File: src/rtl/core/drop_oldest_record_byte_queue_top_macros.svh
// ---------------------------------------------------------------------------
// Assertion macros for the drop-oldest record byte queue
// Shared concurrent check forms, used one per line at the end of the top level.
// ---------------------------------------------------------------------------
`ifndef DROP_OLDEST_RECORD_BYTE_QUEUE_TOP_MACROS_SVH
`define DROP_OLDEST_RECORD_BYTE_QUEUE_TOP_MACROS_SVH

// consequent must hold in the same cycle as the antecedent
`define DORBQ_ASSERT_NOW(label, clk, rst, ante, cons) \
   label: assert property (@(posedge clk) disable iff (rst) (ante) |-> (cons)) \
      else $error("dorbq: same-cycle check failed");

// consequent must hold in the cycle after the antecedent
`define DORBQ_ASSERT_NEXT(label, clk, rst, ante, cons) \
   label: assert property (@(posedge clk) disable iff (rst) (ante) |=> (cons)) \
      else $error("dorbq: next-cycle check failed");

`endif

File: src/rtl/core/dorbq_pkg.sv
// ---------------------------------------------------------------------------
// dorbq_pkg
// Shared constants, action codes and controller/datapath interface structs.
// ---------------------------------------------------------------------------
package dorbq_pkg;

   localparam int QUEUE_BYTES_DEF = 4096;
   localparam int HEADER_BYTES    = 3;
   localparam int LEN_W           = 17;
   localparam int BYTE_W          = 8;
   localparam int DROP_W          = 32;

   typedef enum logic [1:0] {
      ACT_PUSH       = 2'd0,
      ACT_DRAIN      = 2'd1,
      ACT_CONNECT    = 2'd2,
      ACT_DISCONNECT = 2'd3
   } action_type;

   // controller -> datapath
   typedef struct packed {
      logic latch_item;
      logic do_connect;
      logic do_disconnect;
      logic set_reject;
      logic clear_open;
      logic drain;
      logic append;
      logic resync;
      logic rd_lo;
      logic latch_lo;
      logic latch_total;
      logic discard;
      logic load_out;
   } dorbq_cmd_type;

   // datapath -> controller, evaluated on the current item
   typedef struct packed {
      action_type action;
      logic       start;
      logic       connected;
      logic       nonempty;
      logic       open_ok;
      logic       len_bad;
      logic       room_ok;
      logic       hdr_short;
      logic       total_over;
   } dorbq_status_type;

endpackage

File: src/rtl/core/dorbq_ctrl.sv
// ---------------------------------------------------------------------------
// dorbq_ctrl
// Sequencer: decodes each item, walks old headers to make room, hands off results.
// ---------------------------------------------------------------------------
module dorbq_ctrl import dorbq_pkg::*; (
   input  logic             clock,
   input  logic             reset,
   input  logic             req_valid,
   output logic             req_ready,
   output logic             rsp_valid,
   input  logic             rsp_ready,
   input  dorbq_status_type status,
   output dorbq_cmd_type    cmd
);

   typedef enum logic [5:0] {
      ST_IDLE   = 6'b000001,
      ST_ROOM   = 6'b000010,
      ST_HDR_LO = 6'b000100,
      ST_HDR_HI = 6'b001000,
      ST_CHECK  = 6'b010000,
      ST_FINISH = 6'b100000
   } state_type;

   state_type state_ff, state_in;
   logic      rsp_valid_ff, rsp_valid_in;
   logic      out_busy;

   assign out_busy  = rsp_valid_ff && !rsp_ready;
   assign req_ready = state_ff == ST_IDLE;
   assign rsp_valid = rsp_valid_ff;

   always_comb begin
      state_in = state_ff;
      cmd      = '0;

      unique case (state_ff)
         ST_IDLE: begin
            if (req_valid) begin
               cmd.latch_item = 1'b1;
               state_in       = ST_FINISH;
               unique case (status.action)
                  ACT_PUSH: begin
                     if (!status.start) begin
                        cmd.append = status.connected && status.open_ok;
                     end else if (!status.connected) begin
                        cmd.set_reject = 1'b1;
                     end else if (status.len_bad) begin
                        cmd.set_reject = 1'b1;
                        cmd.clear_open = 1'b1;
                     end else if (status.room_ok) begin
                        cmd.append = 1'b1;
                     end else begin
                        state_in = ST_ROOM;
                     end
                  end
                  ACT_DRAIN: begin
                     cmd.drain = status.connected && status.nonempty;
                  end
                  ACT_CONNECT: begin
                     cmd.do_connect = 1'b1;
                  end
                  ACT_DISCONNECT: begin
                     cmd.do_disconnect = 1'b1;
                  end
                  default: begin
                     state_in = ST_FINISH;
                  end
               endcase
            end
         end
         ST_ROOM: begin
            // drop the oldest record until the new one fits, or resync if a header cannot fit
            if (status.room_ok) begin
               cmd.append = 1'b1;
               state_in   = ST_FINISH;
            end else if (status.hdr_short) begin
               cmd.resync = 1'b1;
            end else begin
               cmd.rd_lo = 1'b1;
               state_in  = ST_HDR_LO;
            end
         end
         ST_HDR_LO: begin
            cmd.latch_lo = 1'b1;
            state_in     = ST_HDR_HI;
         end
         ST_HDR_HI: begin
            cmd.latch_total = 1'b1;
            state_in        = ST_CHECK;
         end
         ST_CHECK: begin
            if (status.total_over) begin
               cmd.resync = 1'b1;
            end else begin
               cmd.discard = 1'b1;
            end
            state_in = ST_ROOM;
         end
         ST_FINISH: begin
            // hold until the output register frees up
            if (!out_busy) begin
               cmd.load_out = 1'b1;
               state_in     = ST_IDLE;
            end
         end
         default: begin
            state_in = ST_IDLE;
         end
      endcase
   end

   always_comb begin
      if (cmd.load_out) begin
         rsp_valid_in = 1'b1;
      end else if (rsp_ready) begin
         rsp_valid_in = 1'b0;
      end else begin
         rsp_valid_in = rsp_valid_ff;
      end
   end

   always_ff @(posedge clock) begin
      if (reset) begin
         state_ff     <= ST_IDLE;
         rsp_valid_ff <= 1'b0;
      end else begin
         state_ff     <= state_in;
         rsp_valid_ff <= rsp_valid_in;
      end
   end

endmodule
File: config.mk
export PLATFORM = sky130hd
export DESIGN_NAME = dorbq_ctrl
export DESIGN_NICKNAME = d
export VERILOG_FILES = /design/src/rtl/core/drop_oldest_record_byte_queue_top_macros.svh /design/src/rtl/core/dorbq_pkg.sv /design/src/rtl/core/dorbq_ctrl.sv
export SDC_FILE = /design/constraint.sdc
export NUM_CORES = 1
export LEC_CHECK = 0
export BUFFER_PORTS_ARGS = -buffer_cell sky130_fd_sc_hd__buf_2
export CAP_MARGIN = 10
export CORE_MARGIN = 1.5
export CORE_UTILIZATION = 40
export DETAILED_ROUTE_END_ITERATION = 10
export PLACE_DENSITY = 0.7
export SYNTH_ARGS = -nofsm -noshare
export SYNTH_HDL_FRONTEND = slang
export SYNTH_SLANG_ARGS = --single-unit
File: constraint.sdc
create_clock -name clock -period 4.6 [get_ports clock]
set_clock_uncertainty 0.15 [all_clocks]
set_input_delay 0.46 -clock clock [delete_from_list [all_inputs] [get_ports clock]]
set_output_delay 0.46 -clock clock [all_outputs]
set_load 0.005 [all_outputs]
After elaboration in Yosys (flattened, before gate mapping). Cells that the tools add are included.

Input bits: 14. Logic and storage cells: 61. Flip-flop bits (word level): 7. Output and inout bits: 15.

Reductions and logical operators: 7. Eq/ne operators: 12. Muxes and demuxes: 40.

Operator list (number): 2-to-1 mux 6 bit (10); one-hot mux 6 bit (6 select lines) (1); 2-to-1 mux 1 bit (22); 2-to-1 mux 2 bit (4); 2-to-1 mux 7 bit (1); equality test 6 x 1 -> 1 bit, second input constant (1); equality test 6 x 2 -> 1 bit, second input constant (1); equality test 6 x 3 -> 1 bit, second input constant (1); equality test 6 x 4 -> 1 bit, second input constant (1); equality test 6 x 5 -> 1 bit, second input constant (1); equality test 6 bit, second input constant (1); equality test 2 bit, second input constant (2); != test 2 bit, second input constant (2); one-hot mux 1 bit (2 select lines) (2); logical AND 1 bit (3); != test 3 bit, second input constant (1); AND reduction 3 bit (1); equality test 2 x 1 -> 1 bit, second input constant (1); zero test 2 bit (1); nonzero test 2 bit (1); zero test 1 bit (1).

Logic depth before layout (Yosys ltp). Gate-level depths: netlist of run 1.

Word-level depth: 7. Depth in mapped cells: 6. Gate-level depth less buffers: 5.

Least setup slack after synthesis of run 1. No wires, ideal clock.

Path kind: register to output. Start: register state_ff[1]. End: output cmd[8] (netlist bit). Buffers on the path: 0. Setup slack: 2.576 ns. Arrival: 1.414 ns. Cell stages (with the launch flop): 5. Data required time: 3.990 ns. Cell sequence: dfxtp_1 > or4_4 > nor2_8 > nand2_4 > nor4b_2.

RTL lines: start, declared (line dorbq_ctrl.sv:25) `state_type state_ff, state_in;`; start signal, assigned (line dorbq_ctrl.sv:128) `state_ff <= state_in;`; end, declared (line dorbq_ctrl.sv:13) `output dorbq_cmd_type cmd`.

==> impl_metrics.json, run 1 <==
{
  "first_pass_iters": 4,
  "grt_overflow_total": 0,
  "die_area_sq_mm": 0.001844,
  "pre_cts_ws_ps": 2431,
  "top_layer": "met3",
  "cts_root_buf": "clkbuf_4",
  "critPathLaunchType": "flop",
  "die_x_um": 42.94,
  "holdCritStartpoint": "status[1]",
  "syn_inst": 74,
  "synth_top_cell_by_area": "dfxtp_1",
  "chipHeight_um": 42.94,
  "async_flop_share_pct": 0,
  "setup_viol": 0,
  "gp_congestion": 0.8008,
  "synth-main-ff-cell": "dfxtp_1",
  "worst_pin_slew_ps": 381.8,
  "cts_resized": 0,
  "drv_cap": 0,
  "vias_per_cell": 5.653,
  "synth-seq-cells": 7,
  "hold_violations": 0,
  "finalWorstSetupSlack_ps": 2172,
  "antenna_found_initial": 0,
  "core_area_sq_mm": 0.001506,
  "p_int_uw": 116.9,
  "synth_top_area_share_pct": 21.96,
  "clock_latency_ps": 240,
  "netlist_top_cells_area": "dfxtp_1, nor2b_1, nor4b_1",
  "rows": 14,
  "post-route-period-util_pct": 52.79,
  "numCtsBuffers": 3,
  "totalWireLength_um": 1510,
  "grt_max_degree": 10,
  "final_max_slew_viol_count": 0,
  "min_period_ps": 2428,
  "start_util_pct": 42.36,
  "max_freq_ghz": 0.4118,
  "peakVddDrop_mv": 0.1103,
  "crit_type": "flop to output pin",
  "synthDistinctLibCells": 44,
  "status": "completed",
  "syn2layout_area_growth_pct": 24.90,
  "power.leakage_nw": 0.3663,
  "p_sw_uw": 52.01,
  "ys_seq_area_share_pct": 21.96,
  "drcViolationCount": 0,
  "worst_ep_arrival_time_ps": 1820,
  "grt_use_total_pct": 17.03,
  "ant_nets": 0,
  "port-buffer-count": 28,
  "reg2reg_from": "state_ff[3]",
  "post_cts_buffers": 0,
  "yosysMostFrequentCell": "dfxtp_1",
  "met2_length_um": 747,
  "wl_per_cell_um": 12.80,
  "crit_start": "state_ff[1]",
  "cts_buffer_depth": 2,
  "final_cells": 118,
  "vias": 667,
  "route.met3.wl_um": 58,
  "switching_share_pct": 30.79,
  "clk_pin_slew_ps": 50,
  "finalNetCount": 117,
  "synthTopCellsByCount": "dfxtp_1, nand2_1, nor2b_1",
  "relSlewSlack_pct": 74.19,
  "p_comb_share_pct": 27.2,
  "grt_setup_unrepaired": "false",
  "cp_max_fo": 7,
  "critPathCaptureType": "output pin",
  "met1Wirelength_um": 704,
  "hold_buffers": 0,
  "htree_levels": 1,
  "cts_sinks": 7,
  "post-dp-hpwl_um": 1244,
  "synth_area_per_cell_sq_um": 8.623,
  "grt_pass1_vias": 585,
  "powerDensity_mw_per_mm2": 212.0,
  "drtIter0Drc": 10,
  "yosysWarnings": 0,
  "io_pins": 29,
  "synth_edf_count": 0,
  "cp.required_ps": 3990,
  "fin_setup_tns_ps": 0,
  "clkPwrFrac_pct": 32.1,
  "cts_tree": "yes",
  "grt_pass1_wl_um": 2456,
  "netlist_area_sq_um": 638.1,
  "syn-num-nets": 88,
  "diodes": 0,
  "min_path_type": "primary input to flop",
  "placed_cells": 114,
  "seq_power_share_pct": 40.8,
  "drive_gt1_share_pct": 42.16
}
placed cells by master, fill, tap and decap left out, types with 2 or more instances in the layout:
| cell type | n |
|---|---|
| a21oi_1 | 3 |
| a31oi_1 | 2 |
| buf_2 | 28 |
| clkbuf_4 | 3 |
| dfxtp_1 | 7 |
| inv_1 | 3 |
| nand2_1 | 6 |
| nand2b_1 | 2 |
| nand3_1 | 3 |
| nor2b_1 | 5 |
| nor3_1 | 3 |
| nor3b_2 | 2 |
| nor4b_1 | 3 |
| o21a_1 | 2 |
| or4_4 | 2 |
registers in the layout, indices dropped and copies added, names as in the netlist:
register and cells:
state_ff 6, rsp_valid 1
cell type report:
| class | instances | area (sq um) |
|---|---|---|
| Inverter | 4 | 15.01 |
| Multi-Input combinational cell | 59 | 455.4 |
| Timing Repair Buffer | 28 | 140.1 |
| Tap cell | 16 | 20.02 |
| Sequential cell | 7 | 140.1 |
| Fill cell | 158 | 709.4 |
| Clock buffer | 4 | 26.28 |
logic make-up after synthesis:
group,Yosys count,synth area share (%)
DFF,7,21.96
and+or+nand+nor,43,53.73
xor gates and xnor gates,1,1.373
AOI/OAI and AO/OA,15,16.27
buffers and inverters,8,6.665
critical path, stage by stage, from the launching register on:
cell,delay (ps)
dfxtp_1,360
or4_4,600
nor2_8,160
nand2_4,80
nor4b_2,230
buf_2,140
per-stage QoR:
stage | instance area, sq um | util, % | hold slack, ps | power (mW)
after floorplan | 638.1 | - | 374.8 | 0.1001
after global placement | 770.7 | 51.16 | 380.1 | 0.1144
after detailed placement | 770.7 | 51.16 | 401.6 | 0.1161
after CTS | 797.0 | 52.91 | 281.6 | 0.1696
after global routing | 797.0 | 52.91 | 288.4 | 0.1795
final | 797.0 | 52.91 | 281.7 | 0.1689
power groups by stage:
stage	clock (mW)	combinational (mW)	sequential, mW
final	0.0542	0.0459	0.0689
after CTS	0.0546	0.0462	0.0688
after detailed placement	0	0.0461	0.0700
after floorplan	0	0.0334	0.0667
after global placement	0	0.0447	0.0697
after global routing	0.0595	0.0507	0.0694
path summary, 6_finish.rpt:
kind	slack [ps]	to	depth (start not counted)
worst max-delay path	2170	cmd[8]	5
worst min-delay path	280	state_ff[2]	2
worst max register to register	2800	state_ff[1]	4
worst min register to register	400	rsp_valid	2
layer usage:
layer | GRT usage (%) | vias up
met2 | 26.36 | 16
met5 | 0 | -
met3 | 3.830 | 0
met4 | 1.818 | 0
met1 | 24.94 | 310
li1 | - | 341
Power figures use the tool's default switching activity.
==> inputs of run 2 (changes only) <==
--- a/config.mk
+++ b/config.mk
@@ -10,7 +10,7 @@
 export CORE_MARGIN = 1.5
 export CORE_UTILIZATION = 40
 export DETAILED_ROUTE_END_ITERATION = 10
-export PLACE_DENSITY = 0.7
+export PLACE_DENSITY = 0.73
 export SYNTH_ARGS = -nofsm -noshare
 export SYNTH_HDL_FRONTEND = slang
 export SYNTH_SLANG_ARGS = --single-unit
==> constraint.sdc (replaced) <==
create_clock -name clock -period 2.05 [get_ports clock]
set_clock_uncertainty 0.15 [all_clocks]
set_input_delay 0.205 -clock clock [delete_from_list [all_inputs] [get_ports clock]]
set_output_delay 0.205 -clock clock [all_outputs]
set_load 0.005 [all_outputs]
==> run 2 against run 1 <==
  * Clock power increased by 130%
  * Utilization increased by 5.4 points
  * Register-to-register slack got worse by 2600 ps
  * Non-clock buffer count increased by 9
  * Final area increased by 10%
  * Sequential power increased by 120%
  * Hold slack got worse by 280 ps
  * Cell count increased by 7.6%
  * Count of clock-buffer cells in the layout decreased by 1
  * Combinational power increased to 2.8 times the previous value
  * First-iteration DRC count decreased by 40%
  * Critical endpoint is now cmd[9]
==> impl_metrics.json, run 2 (synthesized netlist as in run 1, its figures left out) <==
{
  "fillers": 144,
  "cts_buffer_depth": 2,
  "drv_cap": 0,
  "p_comb_share_pct": 31.9,
  "grt_use_total_pct": 16.38,
  "cp.required_ps": 1690,
  "port-buffer-count": 28,
  "final_max_slew_viol_count": 0,
  "cp_cell_sequence": "or4_4 > nor2_8 > nand2_4 > inv_2 > and4b_1 > buf_2",
  "grt_overflow_total": 0,
  "p_sw_uw": 125.8,
  "cp_slowest_stage_delay_ps": 550,
  "antenna_found_initial": 0,
  "switching_share_pct": 31.24,
  "min_path_type": "primary input to flop",
  "final_cells": 127,
  "totalWireLength_um": 1509,
  "first_pass_iters": 3,
  "post-route-period-util_pct": 99.77,
  "syn2layout_area_growth_pct": 37.65,
  "rows": 14,
  "clk_pin_slew_ps": 60,
  "post_dp_cell_area_sq_um": 793.3,
  "clkPwrFrac_pct": 30.9,
  "power.leakage_nw": 0.4148,
  "setup_viol": 0,
  "seq_power_share_pct": 37.1,
  "critPathLaunchType": "flop",
  "grt_max_degree": 9,
  "hold_depth": 2,
  "drive_gt1_share_pct": 50.45,
  "cts_sinks": 7,
  "critPathCaptureType": "output pin",
  "min_period_ps": 2045,
  "p_int_uw": 276.9,
  "reg2regPathDepth": 5,
  "grt_pass1_wl_um": 2352,
  "chipHeight_um": 42.94,
  "cts_root_buf": "clkbuf_4",
  "grt_setup_unrepaired": "true",
  "finalNetCount": 126,
  "max_freq_ghz": 0.4889,
  "gp_congestion": 0.8119,
  "placed_cells": 117,
  "largest_reg_flops": 6,
  "peakVddDrop_mv": 0.3085,
  "worst_ep_arrival_time_ps": 1690,
  "drtIter0Drc": 6,
  "pre_cts_ws_ps": 144.7,
  "htree_levels": 1,
  "io_pins": 29,
  "powerDensity_mw_per_mm2": 458.5,
  "wl_per_cell_um": 11.88,
  "grt_pass1_vias": 578,
  "post-dp-hpwl_um": 1200,
  "worst_pin_slew_ps": 390.4,
  "ant_nets": 0,
  "die_area_sq_mm": 0.001844,
  "postLayoutCellArea_sq_um": 878.3,
  "drcViolationCount": 0,
  "cts_tree": "yes",
  "core_area_sq_mm": 0.001506,
  "vias": 686,
  "die_x_um": 42.94,
  "crit_type": "flop to output pin",
  "vias_per_cell": 5.402,
  "relSlewSlack_pct": 73.61,
  "start_util_pct": 42.36,
  "most-common-layout-cells": "buf_2, buf_4, nand2_1, nor2b_1, dfxtp_1",
  "top_register": "state_ff",
  "cp_max_fo": 4,
  "cp_slowest_cell": "or4_4",
  "numCtsBuffers": 3,
  "status": "completed",
  "diodes": 0,
  "layout_commonest_cell": "buf_2",
  "clock_latency_ps": 250,
  "hold_violations": 0,
  "finalWorstSetupSlack_ps": 4.770
}
-- run 2: worst max-delay path, delay by kind of cell, from the launching register on --
family,cells,cell delay (ps)
flip-flops,1,350
AND/OR/NAND/NOR,4,910
buffers and inverters,2,180
-- run 2: worst paths after layout --
kind	slack (ps)	end	startpoint
setup reg to reg	240	state_ff[1]	state_ff[3]
setup / recovery	5	cmd[9]	state_ff[2]
hold / removal	6	state_ff[2]	status[1]
hold reg to reg	400	rsp_valid	rsp_valid
-- run 2: through the flow --
step                      power [mW]  TNS [ps]  util, %  hold WS, ps
after floorplan               0.2245         0        -        133.1
final                         0.4027         0    58.31        5.620
after global routing          0.4278    -222.1    58.31        4.482
after detailed placement      0.2619         0    52.66        277.9
after CTS                     0.4030    -3.132    57.31        2.876
after global placement        0.2595         0    52.66        264.1
-- run 2: layout make-up --
cell class / count / area, sq um / area share [%]
multi-input combinational: 59 / 461.7 / 52.56
timing repair buffer: 37 / 207.7 / 23.65
sequential: 7 / 146.4 / 16.67
clock buffer: 3 / 22.52 / 2.564
tap: 16 / 20.02 / 2.279
inverter: 4 / 15.01 / 1.709
clock inverter: 1 / 5.005 / 0.5698
-- run 2: metal layers --
layer	up-vias	track usage [%]	wire, um
li1	355	-	-
met1	318	19.85	686
met2	13	30.00	778
met4	0	1.818	0
met5	-	0	0
met3	0	3.830	44
-- run 2: repair_timing --
action	CTS	global route
resized for setup	5	0
buffers inserted	4	2
hold buffers	0	0
pin swaps	6	3
setup endpoints to repair	8	8
-- run 2: power by group through the flow --
stage	clock, mW	sequential, mW	combinational, mW
after global placement	0	0.153	0.106
after CTS	0.128	0.149	0.126
final	0.125	0.149	0.129
after detailed placement	0	0.153	0.109
after global routing	0.137	0.150	0.141
after floorplan	0	0.150	0.0749
==> inputs of run 3 (changes only) <==
--- a/config.mk
+++ b/config.mk
@@ -11,6 +11,7 @@
 export CORE_UTILIZATION = 40
 export DETAILED_ROUTE_END_ITERATION = 10
 export PLACE_DENSITY = 0.73
+export RECOVER_POWER = 100
 export SYNTH_ARGS = -nofsm -noshare
 export SYNTH_HDL_FRONTEND = slang
 export SYNTH_SLANG_ARGS = --single-unit
==> run 3 against run 2 <==
  * Non-clock buffer count stayed put
  * Combinational power hardly changed
  * Highest routed layer unchanged
  * Die area stayed put
  * Utilization is 0.66 points lower
  * Global-route usage stayed put
  * Cell count stayed put
  * Final area is 1.1% lower
  * Clock power hardly changed
  * Largest power group unchanged
==> impl_metrics.json, run 3 (synthesized netlist as in run 1, its figures left out) <==
{
  "diodes": 0,
  "first_pass_iters": 3,
  "relSlewSlack_pct": 73.61,
  "drtIter0Drc": 5,
  "clk_pin_slew_ps": 60,
  "htree_levels": 1,
  "chipHeight_um": 42.94,
  "cts_buffer_depth": 2,
  "postLayoutCellArea_sq_um": 868.3,
  "cts_sinks": 7,
  "post_dp_cell_area_sq_um": 793.3,
  "final_max_slew_viol_count": 0,
  "worst_ep_arrival_time_ps": 1690,
  "core_area_sq_mm": 0.001506,
  "crit_type": "flop to output pin",
  "vias_per_cell": 5.425,
  "post-route-period-util_pct": 99.76,
  "grt_max_degree": 9,
  "ant_nets": 0,
  "die_area_sq_mm": 0.001844,
  "wl_per_cell_um": 11.89,
  "critPathCaptureType": "output pin",
  "clock_latency_ps": 250,
  "met2_length_um": 782,
  "crit_start": "state_ff[2]",
  "min_path_type": "primary input to flop",
  "drv_cap": 0,
  "powerDensity_mw_per_mm2": 462.9,
  "met1Wirelength_um": 683,
  "antenna_found_initial": 0,
  "port-buffer-count": 28,
  "drcViolationCount": 0,
  "max_freq_ghz": 0.4890,
  "critPathLaunchType": "flop",
  "rows": 14,
  "largest_reg_flops": 6,
  "grt_setup_unrepaired": "true",
  "grt_overflow_total": 0,
  "top_layer": "met3",
  "holdCritStartpoint": "status[1]",
  "top_register": "state_ff",
  "hold_buffers": 0,
  "layout_commonest_cell": "buf_2",
  "grt_pass1_vias": 578,
  "die_x_um": 42.94,
  "finalNetCount": 126,
  "min_period_ps": 2045,
  "cp_max_fo": 4,
  "gp_congestion": 0.8119,
  "most-common-layout-cells": "buf_2, buf_4, nand2_1, nor2b_1",
  "cts_tree": "yes",
  "route.met3.wl_um": 44,
  "post-dp-hpwl_um": 1200,
  "io_pins": 29,
  "start_util_pct": 42.36,
  "numCtsBuffers": 3,
  "setup_viol": 0,
  "hold_violations": 0,
  "drive_gt1_share_pct": 46.85,
  "cp.required_ps": 1690,
  "syn2layout_area_growth_pct": 36.08,
  "grt_pass1_wl_um": 2352,
  "totalWireLength_um": 1510,
  "vias": 689,
  "reg2reg_from": "state_ff[3]",
  "grt_use_total_pct": 16.38,
  "power.leakage_nw": 0.3946,
  "worst_pin_slew_ps": 390.4,
  "status": "completed",
  "peakVddDrop_mv": 0.3080,
  "cts_root_buf": "clkbuf_4",
  "finalPower_uw": 401.9
}
==> run 3: cell types whose count changed in the layout (fill, tap and decap cells not counted), sizes merged <==
| cell | change |
|---|---|
| buf | -6 |
| clkbuf | +6 |
==> run 3: where the power goes <==
part	internal [mW]	total, mW	switching (mW)
combinational	0.0646	0.128	0.0632
sequential	0.140	0.149	0.00910
clock	0.0713	0.125	0.0534
total	0.276	0.402	0.126
==> run 3: stage by stage <==
| stage | hold slack (ps) | instances | utilization, % | TNS, ps | setup WS [ps] |
|---|---|---|---|---|---|
| after CTS | 2.876 | 125 | 57.31 | -3.132 | -3.132 |
| after global routing | 4.482 | 127 | 57.64 | -259.5 | -65.29 |
| after detailed placement | 277.9 | 117 | 52.66 | 0 | 144.7 |
| after global placement | 264.1 | 117 | 52.66 | 0 | 161.0 |
| final | 5.663 | 127 | 57.64 | 0 | 4.894 |
| after floorplan | 133.1 | 74 | - | 0 | 280.7 |
==> run 3: per-layer routing <==
metal  vias up  track usage (%)
met4         0            1.818
met2        13            30.00
met3         0            3.830
li1        355                -
met1       321            19.85
met5         -                0
==> run 3: final cells by class <==
cell class	instances	area, sq um
repair buffers	37	197.7
fillers	147	638.1
inverters	4	15.01
multi-input cells	59	461.7
clock inverters	1	5.005
clock buffers	3	22.52
flip-flops and latches	7	146.4
well taps	16	20.02
==> run 3: final timing paths <==
check        slack (ps)          end  cells after the start
max                   5       cmd[9]                      6
min                   6  state_ff[2]                      2
max reg2reg         200  state_ff[1]                      5
min reg2reg         410    rsp_valid                      2
==> run 3: repair_timing <==
item	CTS	global route
hold endpoints to repair	0	0
setup endpoints to repair	8	8
resized for setup	5	0
setup buffers	4	2
pin swaps	6	3
==> run 3: worst max-delay path, cell delays in order (launching register included) <==
cell     delay, ps
dfxtp_4        350
or4_4          550
nor2_8         110
nand2_4         70
inv_2           70
and4b_1        180
buf_2          110
